===== src/rtl/can_mfr_pkg.sv =====
package can_mfr_pkg;

    localparam int BUF_BYTES_DEF = 4096;

    localparam int OP_W   = 2;
    localparam int ID_W   = 29;
    localparam int DLC_W  = 4;
    localparam int PL_W   = 64;
    localparam int RA_W   = 12;
    localparam int RD_W   = 8;
    localparam int BC_W   = 12;
    localparam int CNT_W  = 13;
    localparam int TAG_W  = 16;
    localparam int WA_W   = 12;
    localparam int IDX_W  = 3;

    localparam int IN_DATA_W  = 112;
    localparam int OUT_DATA_W = 40;

    localparam logic [CNT_W-1:0] MAX_RESET = 13'd4096;

    localparam logic [OP_W-1:0] OP_RX  = 2'd0;
    localparam logic [OP_W-1:0] OP_RD  = 2'd1;
    localparam logic [OP_W-1:0] OP_CLR = 2'd2;

    typedef struct packed {
        logic load;
        logic hdr;
        logic byte_step;
        logic clr;
        logic out_load;
    } t_dp_cmd;

    typedef struct packed {
        logic tag_nz;
        logic dlc_zero;
        logic byte_last;
    } t_dp_stat;

endpackage


===== src/rtl/can_mfr_ctrl.sv =====
module can_mfr_ctrl
    import can_mfr_pkg::*;
(
    input  logic            i_clk,
    input  logic            i_rst_n,
    input  logic            i_in_valid,
    input  logic [OP_W-1:0] i_op,
    output logic            o_in_ready,
    output logic            o_out_valid,
    input  logic            i_out_ready,
    input  t_dp_stat        i_stat,
    output t_dp_cmd         o_cmd
);

    localparam logic [1:0] ST_IDLE  = 2'd0;
    localparam logic [1:0] ST_BYTES = 2'd1;
    localparam logic [1:0] ST_FIN   = 2'd2;

    logic [1:0] r_state;
    logic [1:0] n_state;
    logic       r_out_valid;
    logic       n_out_valid;
    logic       accept;

    assign accept      = i_in_valid && (r_state == ST_IDLE);
    assign o_in_ready  = (r_state == ST_IDLE);
    assign o_out_valid = r_out_valid;

    always_comb begin
        n_state     = r_state;
        n_out_valid = r_out_valid && !i_out_ready;
        o_cmd       = '0;
        unique case (r_state)
            ST_IDLE: begin
                if (accept) begin
                    o_cmd.load = 1'b1;
                    n_state    = ST_FIN;
                    if ((i_op == OP_RX) && !i_stat.tag_nz) begin
                        o_cmd.hdr = 1'b1;
                        if (!i_stat.dlc_zero) begin
                            n_state = ST_BYTES;
                        end
                    end else if (i_op == OP_CLR) begin
                        o_cmd.clr = 1'b1;
                    end
                end
            end
            ST_BYTES: begin
                o_cmd.byte_step = 1'b1;
                if (i_stat.byte_last) begin
                    n_state = ST_FIN;
                end
            end
            ST_FIN: begin
                if (!r_out_valid || i_out_ready) begin
                    o_cmd.out_load = 1'b1;
                    n_out_valid    = 1'b1;
                    n_state        = ST_IDLE;
                end
            end
            default: begin
                n_state = ST_IDLE;
            end
        endcase
    end

    always_ff @(posedge i_clk) begin
        if (!i_rst_n) begin
            r_state     <= ST_IDLE;
            r_out_valid <= 1'b0;
        end else begin
            r_state     <= n_state;
            r_out_valid <= n_out_valid;
        end
    end

endmodule


===== config.mk =====
export PLATFORM = sky130hd
export DESIGN_NAME = can_mfr_ctrl
export DESIGN_NICKNAME = d
export VERILOG_FILES = /design/src/rtl/can_mfr_pkg.sv /design/src/rtl/can_mfr_ctrl.sv
export SDC_FILE = /design/constraint.sdc
export NUM_CORES = 1
export LEC_CHECK = 0
export ABC_AREA = 1
export BUFFER_PORTS_ARGS = -buffer_cell sky130_fd_sc_hd__buf_2
export CELL_PAD_IN_SITES_DETAIL_PLACEMENT = 0
export CELL_PAD_IN_SITES_GLOBAL_PLACEMENT = 1
export CORE_AREA = 2 2 39 41
export CTS_CLUSTER_DIAMETER = 40
export DETAILED_ROUTE_END_ITERATION = 10
export DIE_AREA = 0 0 41 43
export PLACE_DENSITY = 0.53
export SKIP_LAST_GASP = 1
export SYNTH_ARGS = -nofsm -noshare
export SYNTH_HDL_FRONTEND = slang
export SYNTH_SLANG_ARGS = --single-unit

===== constraint.sdc =====
create_clock -name i_clk -period 2.03 [get_ports i_clk]
set_input_delay 0.609 -clock i_clk [delete_from_list [all_inputs] [get_ports i_clk]]
set_output_delay 0.609 -clock i_clk [all_outputs]
set_load 0.01 [all_outputs]

==> results.tsv <==
stage	metric	value	unit
timing	RSZ-0062 raised after global routing	no	
power	Clk pwr share	46.9	%
status	status	finished clean	
timing	crit share post-route	85.8	%
power	Power Density	663	nW/µm²
clocking	number of CTS-inserted buffers	3	
timing	Worst Max-Slew Pin Slew	0.240	ns
route	Post-route DRC	0	
placed_design	placed insts	66	
clocking	Clock Pin Slew Worst Setup and Hold Paths	0.04	ns
worst_setup_path	kind of cell adding the most delay to the critical path	buffers and inverters	
hold_path	path type of the worst min-delay path	reg2reg	
route	Via density	3.90	
floorplan	IO Count	16	
route	Iteration-0 DRC Markers	2	
route	antenna viol nets, final	0	
synth	Netlist cell types	12	
floorplan	DIE WIDTH	41	µm
power	Tot Pwr	0.000221	W
clocking	setup bufs post-CTS	0	
finish	Final Util	24.1	%
clocking	Clock Sinks	3	
floorplan	initial core utilization	15.4	%
clocking	Root Driver	clkbuf_4	
grt	total global-route track usage	7.92	%
route	Via Count	273	
clocking	htree depth	1	
grt	total grt overflow	0	
worst_setup_path	most frequent CP cell	buf_2	
floorplan	FP Rows	14	
grt	largest net degree at the start of global routing	7	
worst_setup_path	peak fanout along the critical path	3	
floorplan	die area	1760	µm²
synth	syn nets	44	
timing	final worst slack	0.288	ns
grt	number of global-route vias before repair	247	
synth	cell area after synthesis	213	µm²
timing	Slew Viols, Final	0	
worst_setup_path	Critical Path AT	1.13	ns
power	power share of the combinational group	22.3	%
clocking	TritonCTS clock tree	built	
grt	initial antenna violation count	0	
finish	Ant. Diodes	0	
timing	Fmax	574	MHz
placed_design	Final HPWL DP	456	µm
floorplan	Core Box Area	1380	µm²
power	sequential share of power	30.9	%
clocking	CTS resizes	0	
worst_setup_path	WP data required	1.42	ns
worst_setup_path	Crit path largest cell delay	0.24	ns
placed_design	GPL Wtd Cong	0.705	
timing	worst clock skew	0.000494	ns
placed_design	PortBufs	15	
clocking	clock insertion delay at the later pin of the skew report	0.23	ns
placed_design	Setup WS pre-CTS	0.275	ns
power	NetSw	0.0000628	W
worst_setup_path	Crit-path slowest cell	nor4_2	
timing	Rel. slew slack	84.0	%
timing	setup TNS	0	ns
power	Leak	0.177	nW
worst_setup_path	startpoint types	primary input	
synth	Avg Inst Size Synth	6.08	µm²
worst_setup_path	worst path cell trace	buf_2 -> nor4_2 -> buf_2	
power	sw frac	28.4	%
finish	Finished Layout Cells	70	
power	internal power	0.000159	W
route	1st-pass router iterations	2	
synth	YS warnings	0	
clocking	cts hold-fix bufs	0	
worst_setup_path	WP buf/inv	2	
worst_setup_path	CP endpoint kind	primary output	
synth	Mapped Cells	35	
floorplan	Die Height	43	µm
finish	layout cells sized above 1	48.1	%
grt	wire length of the first global-routing pass	897	µm
power	Worst VDD drop	204	µV
synth	#FFs+latches synth	3	
timing	min cycle time layout	1.74	ns
timing	Final Hold Viols	0	
finish	Syn-to-layout area delta	57.1	%
worst_setup_path	Worst Setup Path Type	in2out	
route	post-DR wirelength/cell	7.80	µm
run	Max-cap violations	0	
route	Total Wirelength	546	µm
clocking	worst-case clock buffer depth	2	
finish	Nets	64	
synth	part of the Yosys area used for sequential elements	28.2	%
timing	# setup viols final	0	
[power groups by stage]
| stage | Clock, W | Sequential [W] | Combinational, W |
|---|---|---|---|
| after global placement | 0 | 0.0000693 | 0.0000509 |
| after detailed placement | 0 | 0.0000694 | 0.0000504 |
| after floorplan | 0 | 0.0000691 | 0.0000274 |
| after global routing | 0.000118 | 0.0000691 | 0.0000579 |
| after CTS | 0.000110 | 0.0000684 | 0.0000506 |
| final | 0.000104 | 0.0000684 | 0.0000493 |
[stage by stage]
step	instance area, µm²	hold WS, ns
CTS	334	0.509
finish	334	0.501
floorplan	213	0.517
global placement	308	0.497
global route	334	0.530
detailed placement	308	0.504
[per-layer routing]
metal	track usage (%)	up-vias	wire, µm	share of wire (%)
met5	0	-	0	0
met4	8.00	0	0	0
met3	3.14	0	51	9.3
met2	11.3	10	270	49
met1	7.99	118	223	41
li1	-	145	-	-
[Yosys cell counts]
cell type	number	area share, %
inv_2	2	3.5
nor4_2	1	5.9
nor2_1	5	8.8
nand2_1	7	12
a21oi_1	3	7.1
nor3_1	2	4.7
nand3_1	1	2.4
a21boi_1	1	3.5
nor2_2	3	8.8
nand2_2	2	5.9
inv_1	5	8.8
dfxtp_1	3	28
[worst register-to-register path: cells and delay by family (launching register included)]
| kind | cells | cell delay (ns) |
|---|---|---|
| flip-flops | 1 | 0.35 |
| AO/OA/AOI/OAI | 1 | 0.14 |
| AND/OR/NAND/NOR | 3 | 0.31 |
[registers in the layout (all words and copies together), names as in the netlist]
register,flops
r_state,2
o_out_valid,1
[cell families (layout without fill, tap and decap cells)]
logic type	count (synthesis)	in the layout	share of synthesized area (%)
AOI/OAI and AO/OA	4	4	10.6
buffers and inverters	7	26	12.4
DFF	3	3	28.2
and+or+nand+nor	21	21	48.8
[final cells by class]
cell class / count / area, µm²
inverter: 7 / 26.3
multi-input combinational: 25 / 126
sequential: 3 / 60.1
tap: 16 / 20.0
clock buffer: 4 / 26.3
fill: 172 / 1050
timing repair buffer: 15 / 75.1
[cells in the final DEF, fill, tap and decap left out, drive strengths merged]
cell | netlist | routed
a21boi | 1 | 1
a21oi | 3 | 3
buf | 0 | 15
clkbuf | 0 | 4
dfxtp | 3 | 3
inv | 7 | 7
nand2 | 9 | 9
nand3 | 1 | 1
nor2 | 8 | 8
nor3 | 2 | 2
nor4 | 1 | 1
[worst paths after layout]
kind	from	to	slack [ns]	cells after the start
setup / recovery	i_op[1]	o_cmd[3]	0.29	3
hold / removal	o_out_valid	o_out_valid	0.50	2
setup reg to reg	r_state[0]	r_state[1]	1.12	4
hold reg to reg	o_out_valid	o_out_valid	0.50	2
Note: power is estimated with default switching activity, not from simulation.
